--- src/hdl/bmt_pkg.sv ---
package bmt_pkg;

  localparam int unsigned MutexIdW   = 8;
  localparam int unsigned TaskIdW    = 4;
  localparam int unsigned WakeW      = 16;
  localparam int unsigned QueueDepth = 2;
  localparam int unsigned InDataW    = 16;
  localparam int unsigned OutDataW   = 24;

  typedef enum logic [1:0] {
    CMD_LOCK     = 2'd0,
    CMD_TRY_LOCK = 2'd1,
    CMD_UNLOCK   = 2'd2,
    CMD_GET      = 2'd3
  } cmd_e;

  typedef enum logic [2:0] {
    ST_OK         = 3'd0,
    ST_BUSY       = 3'd1,
    ST_BLOCKED    = 3'd2,
    ST_INVALID    = 3'd3,
    ST_DEADLOCK   = 3'd4,
    ST_NOT_HOLDER = 3'd5
  } status_e;

  typedef struct packed {
    cmd_e                 cmd;
    logic                 mutex_ok;
    logic                 task_ok;
    logic [MutexIdW-1:0]  mutex_id;
    logic [TaskIdW-1:0]   task_id;
  } req_t;

  typedef struct packed {
    logic [WakeW-1:0]     wake_mask;
    logic [TaskIdW-1:0]   holder_task;
    logic                 holder_valid;
    status_e              status;
  } res_t;

endpackage

--- src/hdl/bmt_front.sv ---
module bmt_front import bmt_pkg::*; #(
  parameter int unsigned NUM_MUTEXES = 16,
  parameter int unsigned NUM_TASKS   = 16
) (
  input  logic [1:0]          cmd_i,
  input  logic [MutexIdW-1:0] mutex_id_i,
  input  logic [TaskIdW-1:0]  task_id_i,
  output req_t                req_o
);

  always_comb begin
    req_o.cmd      = cmd_e'(cmd_i);
    req_o.mutex_id = mutex_id_i;
    req_o.task_id  = task_id_i;
    req_o.mutex_ok = (32'(mutex_id_i) < NUM_MUTEXES);
    req_o.task_ok  = (32'(task_id_i) < NUM_TASKS);
  end

endmodule

--- src/hdl/bmt_fifo.sv ---
module bmt_fifo import bmt_pkg::*; (
  input  logic clk_i,
  input  logic rst_ni,
  input  logic push_i,
  input  req_t push_data_i,
  output logic full_o,
  input  logic pop_i,
  output logic empty_o,
  output req_t head_o
);

  localparam int unsigned PtrW = (QueueDepth > 1) ? $clog2(QueueDepth) : 1;
  localparam int unsigned CntW = $clog2(QueueDepth + 1);

  req_t            entry_q [QueueDepth];
  logic [PtrW-1:0] wr_ptr_q, wr_ptr_d;
  logic [PtrW-1:0] rd_ptr_q, rd_ptr_d;
  logic [CntW-1:0] count_q, count_d;

  assign full_o  = (count_q == CntW'(QueueDepth));
  assign empty_o = (count_q == '0);
  assign head_o  = entry_q[rd_ptr_q];

  always_comb begin
    wr_ptr_d = wr_ptr_q;
    rd_ptr_d = rd_ptr_q;
    count_d  = count_q;
    if (push_i) begin
      wr_ptr_d = (wr_ptr_q == PtrW'(QueueDepth - 1)) ? '0 : wr_ptr_q + 1'b1;
    end
    if (pop_i) begin
      rd_ptr_d = (rd_ptr_q == PtrW'(QueueDepth - 1)) ? '0 : rd_ptr_q + 1'b1;
    end
    if (push_i && !pop_i) begin
      count_d = count_q + 1'b1;
    end else if (pop_i && !push_i) begin
      count_d = count_q - 1'b1;
    end
  end

  always_ff @(posedge clk_i or negedge rst_ni) begin
    if (!rst_ni) begin
      wr_ptr_q <= '0;
      rd_ptr_q <= '0;
      count_q  <= '0;
    end else begin
      wr_ptr_q <= wr_ptr_d;
      rd_ptr_q <= rd_ptr_d;
      count_q  <= count_d;
    end
  end

  always_ff @(posedge clk_i) begin
    if (push_i) begin
      entry_q[wr_ptr_q] <= push_data_i;
    end
  end

endmodule

--- src/hdl/bmt_back.sv ---
module bmt_back import bmt_pkg::*; #(
  parameter int unsigned NUM_MUTEXES = 16,
  parameter int unsigned NUM_TASKS   = 16
) (
  input  logic clk_i,
  input  logic rst_ni,
  input  logic req_valid_i,
  input  req_t req_i,
  output logic req_pop_o,
  output logic res_valid_o,
  input  logic res_ready_i,
  output res_t res_o
);

  localparam int unsigned MW = (NUM_MUTEXES > 1) ? $clog2(NUM_MUTEXES) : 1;
  localparam int unsigned WT = (NUM_TASKS < WakeW) ? NUM_TASKS : WakeW;

  typedef enum logic [1:0] {
    BK_IDLE = 2'b01,
    BK_EXEC = 2'b10
  } bk_state_e;

  bk_state_e          state_q, state_d;
  req_t               req_q;
  logic [TaskIdW-1:0] rd_q;
  logic [TaskIdW-1:0] holder_mem [NUM_MUTEXES];

  logic [NUM_MUTEXES-1:0] held_q, held_d;
  logic [WT-1:0]          waiting_q, waiting_d;
  logic [MW-1:0]          waited_q [WT];
  logic [MW-1:0]          waited_d [WT];

  logic          out_valid_q;
  res_t          out_q, res_d;
  logic          fire;
  logic          mem_we;
  logic [MW-1:0] mi;
  logic [MW-1:0] head_mi;
  logic          held;
  logic          is_owner;
  logic          grant;
  logic          release_m;
  logic          held_after;
  logic [WakeW-1:0] wake;

  assign mi       = req_q.mutex_id[MW-1:0];
  assign head_mi  = req_i.mutex_id[MW-1:0];
  assign held     = held_q[mi];
  assign is_owner = held && (rd_q == req_q.task_id);
  assign fire     = (state_q == BK_EXEC) && (!out_valid_q || res_ready_i);

  assign req_pop_o   = (state_q == BK_IDLE) && req_valid_i;
  assign res_valid_o = out_valid_q;
  assign res_o       = out_q;

  always_comb begin
    state_d = state_q;
    unique case (state_q)
      BK_IDLE: begin
        if (req_valid_i) begin
          state_d = BK_EXEC;
        end
      end
      BK_EXEC: begin
        if (fire) begin
          state_d = BK_IDLE;
        end
      end
      default: state_d = BK_IDLE;
    endcase
  end

  always_comb begin
    held_d    = held_q;
    waiting_d = waiting_q;
    waited_d  = waited_q;
    mem_we    = 1'b0;
    grant     = 1'b0;
    release_m = 1'b0;
    wake      = '0;
    res_d.status = ST_OK;

    if (!req_q.mutex_ok) begin
      res_d.status = ST_INVALID;
    end else if (req_q.cmd != CMD_GET && !req_q.task_ok) begin
      res_d.status = ST_INVALID;
    end else begin
      unique case (req_q.cmd)
        CMD_LOCK: begin
          if (is_owner) begin
            res_d.status = ST_DEADLOCK;
          end else if (!held) begin
            grant = 1'b1;
          end else begin
            for (int i = 0; i < WT; i++) begin
              if (req_q.task_id == TaskIdW'(i)) begin
                waiting_d[i] = 1'b1;
                waited_d[i]  = mi;
              end
            end
            res_d.status = ST_BLOCKED;
          end
        end
        CMD_TRY_LOCK: begin
          if (!held) begin
            grant = 1'b1;
          end else begin
            res_d.status = ST_BUSY;
          end
        end
        CMD_UNLOCK: begin
          if (!is_owner) begin
            res_d.status = ST_NOT_HOLDER;
          end else begin
            release_m = 1'b1;
            for (int i = 0; i < WT; i++) begin
              if (waiting_q[i] && waited_q[i] == mi) begin
                waiting_d[i] = 1'b0;
                wake[i]      = 1'b1;
              end
            end
          end
        end
        CMD_GET: res_d.status = ST_OK;
        default: res_d.status = ST_OK;
      endcase
    end

    if (grant) begin
      held_d[mi] = 1'b1;
      mem_we     = 1'b1;
    end
    if (release_m) begin
      held_d[mi] = 1'b0;
    end

    held_after         = req_q.mutex_ok && (grant || (held && !release_m));
    res_d.holder_valid = held_after;
    res_d.holder_task  = grant ? req_q.task_id : (held_after ? rd_q : '0);
    res_d.wake_mask    = wake;
  end

  always_ff @(posedge clk_i or negedge rst_ni) begin
    if (!rst_ni) begin
      state_q     <= BK_IDLE;
      out_valid_q <= 1'b0;
      held_q      <= '0;
      waiting_q   <= '0;
    end else begin
      state_q <= state_d;
      if (fire) begin
        out_valid_q <= 1'b1;
        held_q      <= held_d;
        waiting_q   <= waiting_d;
      end else if (res_ready_i) begin
        out_valid_q <= 1'b0;
      end
    end
  end

  always_ff @(posedge clk_i) begin
    if (req_pop_o) begin
      req_q <= req_i;
    end
    if (fire) begin
      out_q    <= res_d;
      waited_q <= waited_d;
    end
  end

  always_ff @(posedge clk_i) begin
    if (fire && mem_we) begin
      holder_mem[mi] <= req_q.task_id;
    end
    if (req_pop_o && req_i.mutex_ok) begin
      rd_q <= holder_mem[head_mi];
    end
  end

endmodule

--- src/hdl/blocking_mutex_table.sv ---
// Mutex table with waiter wakeup. Each request word carries a command (lock, try lock,
// unlock, get holder), a mutex id and the requesting task id; each request returns exactly
// one result word with a status, the mutex holder after the request and, on a successful
// unlock, the mask of waiting tasks released. Requests enter a two-word queue and are
// executed one at a time: each request first reads the holder memory as it is taken from
// the queue, and then updates the table and loads the result register; the next request
// is not taken until that load. A result waiting on the output does not stop the next
// request from being read, but the update for that request waits until the result is
// taken. Only tasks 0 to 15 can wait on a mutex.
module blocking_mutex_table import bmt_pkg::*; #(
  parameter int unsigned NUM_MUTEXES = 16,
  parameter int unsigned NUM_TASKS   = 16
) (
  input  logic                clk_i,
  input  logic                rst_ni,
  input  logic                s_axis_tvalid_i,
  output logic                s_axis_tready_o,
  // [1:0] cmd, [9:2] mutex_id, [13:10] task_id, [15:14] zero
  input  logic [InDataW-1:0]  s_axis_tdata_i,
  output logic                m_axis_tvalid_o,
  input  logic                m_axis_tready_i,
  // [2:0] status, [3] holder_valid, [7:4] holder_task, [23:8] wake_mask
  output logic [OutDataW-1:0] m_axis_tdata_o
);

  req_t front_req;
  req_t head;
  res_t res;
  logic q_full;
  logic q_empty;
  logic q_pop;
  logic push;

  assign s_axis_tready_o = !q_full;
  assign push            = s_axis_tvalid_i && !q_full;

  bmt_front #(
    .NUM_MUTEXES(NUM_MUTEXES),
    .NUM_TASKS  (NUM_TASKS)
  ) u_front (
    .cmd_i     (s_axis_tdata_i[1:0]),
    .mutex_id_i(s_axis_tdata_i[9:2]),
    .task_id_i (s_axis_tdata_i[13:10]),
    .req_o     (front_req)
  );

  bmt_fifo u_fifo (
    .clk_i      (clk_i),
    .rst_ni     (rst_ni),
    .push_i     (push),
    .push_data_i(front_req),
    .full_o     (q_full),
    .pop_i      (q_pop),
    .empty_o    (q_empty),
    .head_o     (head)
  );

  bmt_back #(
    .NUM_MUTEXES(NUM_MUTEXES),
    .NUM_TASKS  (NUM_TASKS)
  ) u_back (
    .clk_i      (clk_i),
    .rst_ni     (rst_ni),
    .req_valid_i(!q_empty),
    .req_i      (head),
    .req_pop_o  (q_pop),
    .res_valid_o(m_axis_tvalid_o),
    .res_ready_i(m_axis_tready_i),
    .res_o      (res)
  );

  assign m_axis_tdata_o = res;

  a_wake_only_on_ok: assert property (@(posedge clk_i) disable iff (!rst_ni)
    m_axis_tvalid_o && (res.wake_mask != '0) |-> res.status == ST_OK)
    else $error("wake mask on a failed request");

  a_holder_zero_when_free: assert property (@(posedge clk_i) disable iff (!rst_ni)
    m_axis_tvalid_o && !res.holder_valid |-> res.holder_task == '0)
    else $error("holder task reported for a free mutex");

  a_blocked_means_held: assert property (@(posedge clk_i) disable iff (!rst_ni)
    m_axis_tvalid_o && res.status == ST_BLOCKED |-> res.holder_valid)
    else $error("blocked on a free mutex");

endmodule
--- config.mk ---
export PLATFORM = sky130hd
export DESIGN_NAME = blocking_mutex_table
export DESIGN_NICKNAME = d
export VERILOG_FILES = /design/src/hdl/bmt_pkg.sv /design/src/hdl/bmt_front.sv /design/src/hdl/bmt_fifo.sv /design/src/hdl/bmt_back.sv /design/src/hdl/blocking_mutex_table.sv
export SDC_FILE = /design/constraint.sdc
export NUM_CORES = 1
export LEC_CHECK = 0
export BUFFER_PORTS_ARGS = -buffer_cell sky130_fd_sc_hd__buf_2
export CORE_UTILIZATION = 45
export CTS_CLUSTER_SIZE = 28
export DETAILED_ROUTE_END_ITERATION = 8
export SKIP_LAST_GASP = 1
export SLEW_MARGIN = 20
export SYNTH_ARGS = -nofsm -noshare
export SYNTH_HDL_FRONTEND = slang
export SYNTH_SLANG_ARGS = --single-unit
--- constraint.sdc ---
create_clock -name clk_i -period 6 [get_ports clk_i]
set_input_delay 0.9 -clock clk_i [delete_from_list [all_inputs] [get_ports clk_i]]
set_output_delay 0.9 -clock clk_i [all_outputs]
set_load 0.005 [all_outputs]
# Yosys cells after proc, flatten, opt, wreduce, memory -nomap -nowiden
# Memory sizes are Yosys's and may differ from the RTL's. A register that Yosys moved wholly into a read port is not among the register bits.
# Index checks and enable logic that the tools add are counted.
# totals
register_bits,139
mem_bits_rw,94
wordCells,305
n_memories,2
# mem_list
name,words,width,rd,rd_clocked_by_memory_dff,wr,line_no,source
u_back.holder_mem,16,4,1,1,1,bmt_back.sv:26,logic [TaskIdW-1:0] holder_mem [NUM_MUTEXES];
u_fifo.entry_q,2,15,1,0,1,bmt_fifo.sv:15,req_t entry_q [QueueDepth];
# classes
add_sub_neg,4
magnitude_cmp,3
eq_ne,76
mux,88
bitwise,7
n_reduce_logical,78
# ops
cell,n
$reduce_and A9 Y1,16
$reduce_and A7 Y1,16
$mux W16,5
$ne A2 B1 Y1 const B,35
$eq A4 B4 Y1,17
$mux W1,68
$eq A4 B4 Y1 const B,8
$pmux W16 S2,1
$logic_and A1 B1 Y1,28
$and A16 B16 Y16,1
$eq A4 B3 Y1 const B,4
$not A16 Y16,1
$or A16 B16 Y16,1
$pmux W3 S4,1
$mux W2,5
$eq A2 B2 Y1 const B,4
$eq A4 B2 Y1 const B,2
$lt A8 B5 Y1 const B,1
$mux W4,2
$logic_not A1 Y1,7
$mux W3,2
$ne A2 B2 Y1 const B,3
$reduce_bool A2 Y1,3
$lt A4 B5 Y1 const B,1
other kinds (17),24

# Logic depth before layout (Yosys ltp)
# depth
ltp_word,13
depth_mapped,8
ltp_nobuf,7

# Cells and area by module
# A second synthesis with hierarchy kept.
# hier_totals
hier_cells,603
area_unflattened_um2,10013.4
# by_module_without_submodules
module,n_inst,cells_per_inst,area_each_um2,seq_area_each_um2
bmt_back,1,517,8478.1,5921.9
bmt_fifo,1,66,1392.6,1061.0
bmt_front,1,17,128.9,0.0
blocking_mutex_table,1,3,13.8,0.0

# Worst setup path before layout
# No wires, ideal clock.
# synth_timing
kind,input-to-reg
start,in m_axis_tready_i
end,"reg u_back.waited_q[12] (netlist name), enable pin"
arrival_time_ps,2641
t_required_ps,5623
setup_slack_ps,2982
stages,7
cell_sequence,nand2b_1 nand2b_1 clkinv_1 nand2_1 or3_4 buf_6 nor4_1
# synth_between
elab_chain_len,3
# synth_rtl
item,line_no,source
"start, declared",blocking_mutex_table.sv:21,"input logic m_axis_tready_i,"
$logic_or A1 B1 Y1,bmt_back.sv:50,assign fire = (state_q == BK_EXEC) && (!out_valid_q || res_ready_i);
$logic_and A1 B1 Y1,bmt_back.sv:50,
net u_back.fire,bmt_back.sv:35,logic fire;
$reduce_and A7 Y1 (no line),n/a,
"end signal, assigned",bmt_back.sv:167,waited_q <= waited_d;
"end, declared",bmt_back.sv:30,logic [MW-1:0] waited_q [WT];
# The timed path passes the listed nets, and every way through them passes these cells.
# A chain may end at the register's enable or synchronous reset.

# Final worst setup path
# layout_timing
start,"reg u_back.req_q, in the netlist u_back.mi[0]"
end,"reg u_back.waited_q[12] (netlist name), enable pin"
# layout_between
elab_chain_len,5
# layout_rtl
item,line_no,source
"start, declared",bmt_back.sv:24,req_t req_q;
"start signal, assigned",bmt_back.sv:163,req_q <= req_i;
$bmux W1 S4 *,bmt_back.sv:48,assign held = held_q[mi];
$mux W1 (implied by the code) *,bmt_back.sv:48,
$logic_and A1 B1 Y1,bmt_back.sv:49,assign is_owner = held && (rd_q == req_q.task_id);
$not A1 Y1 (no line),n/a,
$reduce_and A7 Y1 (no line) *,n/a,
# Mark *: on every way between the ends. The rest lies on a longest branch, timed or not. The select of a mux whose other input is x is not followed.

==> flow_metrics.env <==
export IMPL_status="finished, final reports clean"
export IMPL_total_power_mw=5.30
export IMPL_grt_pass1_vias=5745
export IMPL_grt_setup_unrepaired="no"
export IMPL_cts_root_buf="clkbuf_16"
export IMPL_htreeDepth=1
export IMPL_syn_nets=704
export IMPL_initial_utilization_pct=46.3
export IMPL_yosys_most_used_dff="edfxtp_1"
export IMPL_core_area_um2=21200
export IMPL_dp_hpwl_mm=12.2
export IMPL_viasPerCell=5.62
export IMPL_cp_max_fo=39
export IMPL_die_area_um2=22300
export IMPL_startpoint_type="register"
export IMPL_ff2ff_setup_slack_ns=2.09
export IMPL_dr_pass1_iters=5
export IMPL_cp_end_kind="register"
export IMPL_cts_made_buffers=25
export IMPL_clk_pin_slew_worst_paths_ns=0.06
export IMPL_vias=5688
export IMPL_fin_hold_ws_ns=0.498
export IMPL_async_reset_ff_share_pct=17.1
export IMPL_area_growth_pct=12.5
export IMPL_critPathKind="register to register"
export IMPL_fmax_mhz=256
export IMPL_postCtsSetupRepairBufs=0
export IMPL_ff_latch_area_um2=6650
export IMPL_wl_mm=19.5
export IMPL_final_common_cell="edfxtp_1"
export IMPL_synth_area_leaders="edfxtp_1 (58%), dfrtp_1 (9.7%), xor2_1 (4.6%)"
export IMPL_syn_inst=683
export IMPL_syn_area_um2=9790
export IMPL_final_area_um2=11000
export IMPL_pwr_share_comb_pct=30.3
export IMPL_fin_nets=743
export IMPL_drt_initial_drc_count=360
export IMPL_tns_ns=0
export IMPL_p_sw_mw=1.79
export IMPL_fin_worst_skew_ns=0.0158
export IMPL_final_hold_viol_count=0
export IMPL_p_per_area_nw_per_um2=482
export IMPL_cpPeakStageDelay_ns=0.69
export IMPL_multi_input_area_um2=2920
export IMPL_finalCritPeriodShare_pct=65.1
export IMPL_seqPwrFrac_pct=42.8
export IMPL_place_area_um2=10200
export IMPL_yosysSeqAreaShare_pct=68.0
export IMPL_synthDominantCellAreaShare_pct=58.0
export IMPL_yosysWarnings=0
export IMPL_required_ns=6.14
export IMPL_io_pins=46
export IMPL_drv_slew=0
export IMPL_insertion_delay_ns=0.52
export IMPL_drive_above_1_share_pct=16.0
export IMPL_p_leak_nw=3.79
export IMPL_ctsResizeCount=0
export IMPL_grt_overflow=0
export IMPL_hold_buffers=0
export IMPL_critPathSlowestCell="nor4_1"
export IMPL_core_rowCount=53
export IMPL_syn_avg_cell_area_um2=14.3
export IMPL_die_w_um=149
export IMPL_ir_drop_mv=0.382
export IMPL_power_frac_clock_pct=26.9
export IMPL_setup_viol=0
export IMPL_place_congestion=0.772
export IMPL_track_usage_pct=18.5
export IMPL_worstHoldPathType="register to register"
export IMPL_power_internal_mw=3.51
export IMPL_worst_slew_pin_slew_ns=0.957
export IMPL_period_needed_ns=3.91
export IMPL_synth_top_area_cell="edfxtp_1"
export IMPL_cts_tree="done"
export IMPL_numClockSinks=228
export IMPL_swShare_pct=33.8
export IMPL_synth_edf_count=189
export IMPL_grt_max_degree=40
export IMPL_clock_tree_buffer_depth=3
export IMPL_slew_headroom_pct=36.2
export IMPL_die_height_um=149
export IMPL_grt_pass1_wl_mm=31.4
export IMPL_antenna_cells=0
export IMPL_routedWlPerCell_um=19.3
export IMPL_dp_slack_ns=2.12
export IMPL_layout_common_cells="edfxtp_1 (189), xor2_1 (51), nor2_1 (47)"
export IMPL_grt_antenna_before_repair=0
export IMPL_drc=0
export IMPL_cap_violations=0
export IMPL_ant_nets=0
export IMPL_fin_ws_ns=2.09
export IMPL_path_delay_family="simple AND/OR/NAND/NOR gates"
export IMPL_crit_buf_inv=1
export IMPL_ys_ff_latch=228
export IMPL_ys_types=45
export IMPL_worstPathArrival_ns=4.05
export IMPL_portBuffers=43
export IMPL_fillers=1728
export IMPL_path_cells="buf_4, mux4_2, mux2i_1, mux2_2, or3_4, nor4_1"
[state kept, by name, summed over array words and instances (netlist names)]
name	count
u_fifo.count_q	2
u_back.res_valid_o	1
u_fifo.wr_ptr_q	1
u_back.holder_mem	64
u_back.mi	4
u_back.rd_q	4
u_back.waiting_q	16
u_back.held_q	16
u_fifo.entry_q	22
u_back.waited_q	64
u_back.res_o	24
u_back.req_q	7
u_fifo.rd_ptr_q	1
u_back.state_q	2
[power groups by stage]
stage | clock [mW] | sequential, mW | combinational, mW
after detailed placement | 0 | 2.30 | 1.62
after CTS | 1.46 | 2.27 | 1.62
final | 1.43 | 2.27 | 1.61
after global placement | 0 | 2.29 | 1.58
after floorplan | 0 | 2.28 | 1.13
after global routing | 1.52 | 2.30 | 1.78
[kinds of logic (layout without fill, tap and decap cells)]
logic type      count (synthesis)  in the layout  share of synthesized area [%]
flops                         228            228                           68.0
mux                            51             51                           6.42
fa+ha+maj                       1              1                          0.128
buf+inv                        52            107                           2.40
xor+xnor                       74             74                           6.62
compound gates                102            102                           7.12
simple gates                  175            175                           9.34
[synthesized netlist by cell type, types with 15 or more instances]
master	number
edfxtp_1	189
xor2_1	51
nor2_1	47
dfrtp_1	38
a31oi_1	33
nor3_1	30
mux2i_1	29
xnor2_1	23
clkbuf_1	21
nand2_1	18
nand3_1	18
o21ai_0	16
nor2b_1	15
o41ai_1	15
[metal layers]
metal / vias up / global-route usage, % / share of wire [%]
li1: 2671 / - / -
met1: 2815 / 26.2 / 46
met5: - / 0 / 0
met3: 39 / 2.68 / 5.0
met4: 0 / 5.05 / 2.3
met2: 163 / 29.8 / 47
[cell type report]
class,instances,share of cell area [%]
Tap cell,275,3.12
Multi-Input combinational cell,403,26.5
Sequential cell,228,60.4
Clock buffer,31,5.89
Clock inverter,12,1.03
Timing Repair Buffer,54,2.70
Inverter,10,0.341
[final timing paths]
kind / start / cells past startpoint / to
setup reg to reg: u_back.mi[0] / 6 / u_back.waited_q[12]
setup / recovery: u_back.mi[0] / 6 / u_back.waited_q[12]
max in group asynchronous: rst_ni / 1 / u_back.waiting_q[0]
hold reg to reg: u_fifo.wr_ptr_q / 1 / u_fifo.wr_ptr_q
hold / removal: u_fifo.wr_ptr_q / 1 / u_fifo.wr_ptr_q
min in group asynchronous: rst_ni / 1 / u_fifo.wr_ptr_q
[stage by stage]
step	util (%)	cells
floorplan	-	683
global placement	48.4	970
detailed placement	48.4	970
CTS	52.0	1013
global route	52.0	1013
finish	52.0	1013
Power figures use the tool's default switching activity.
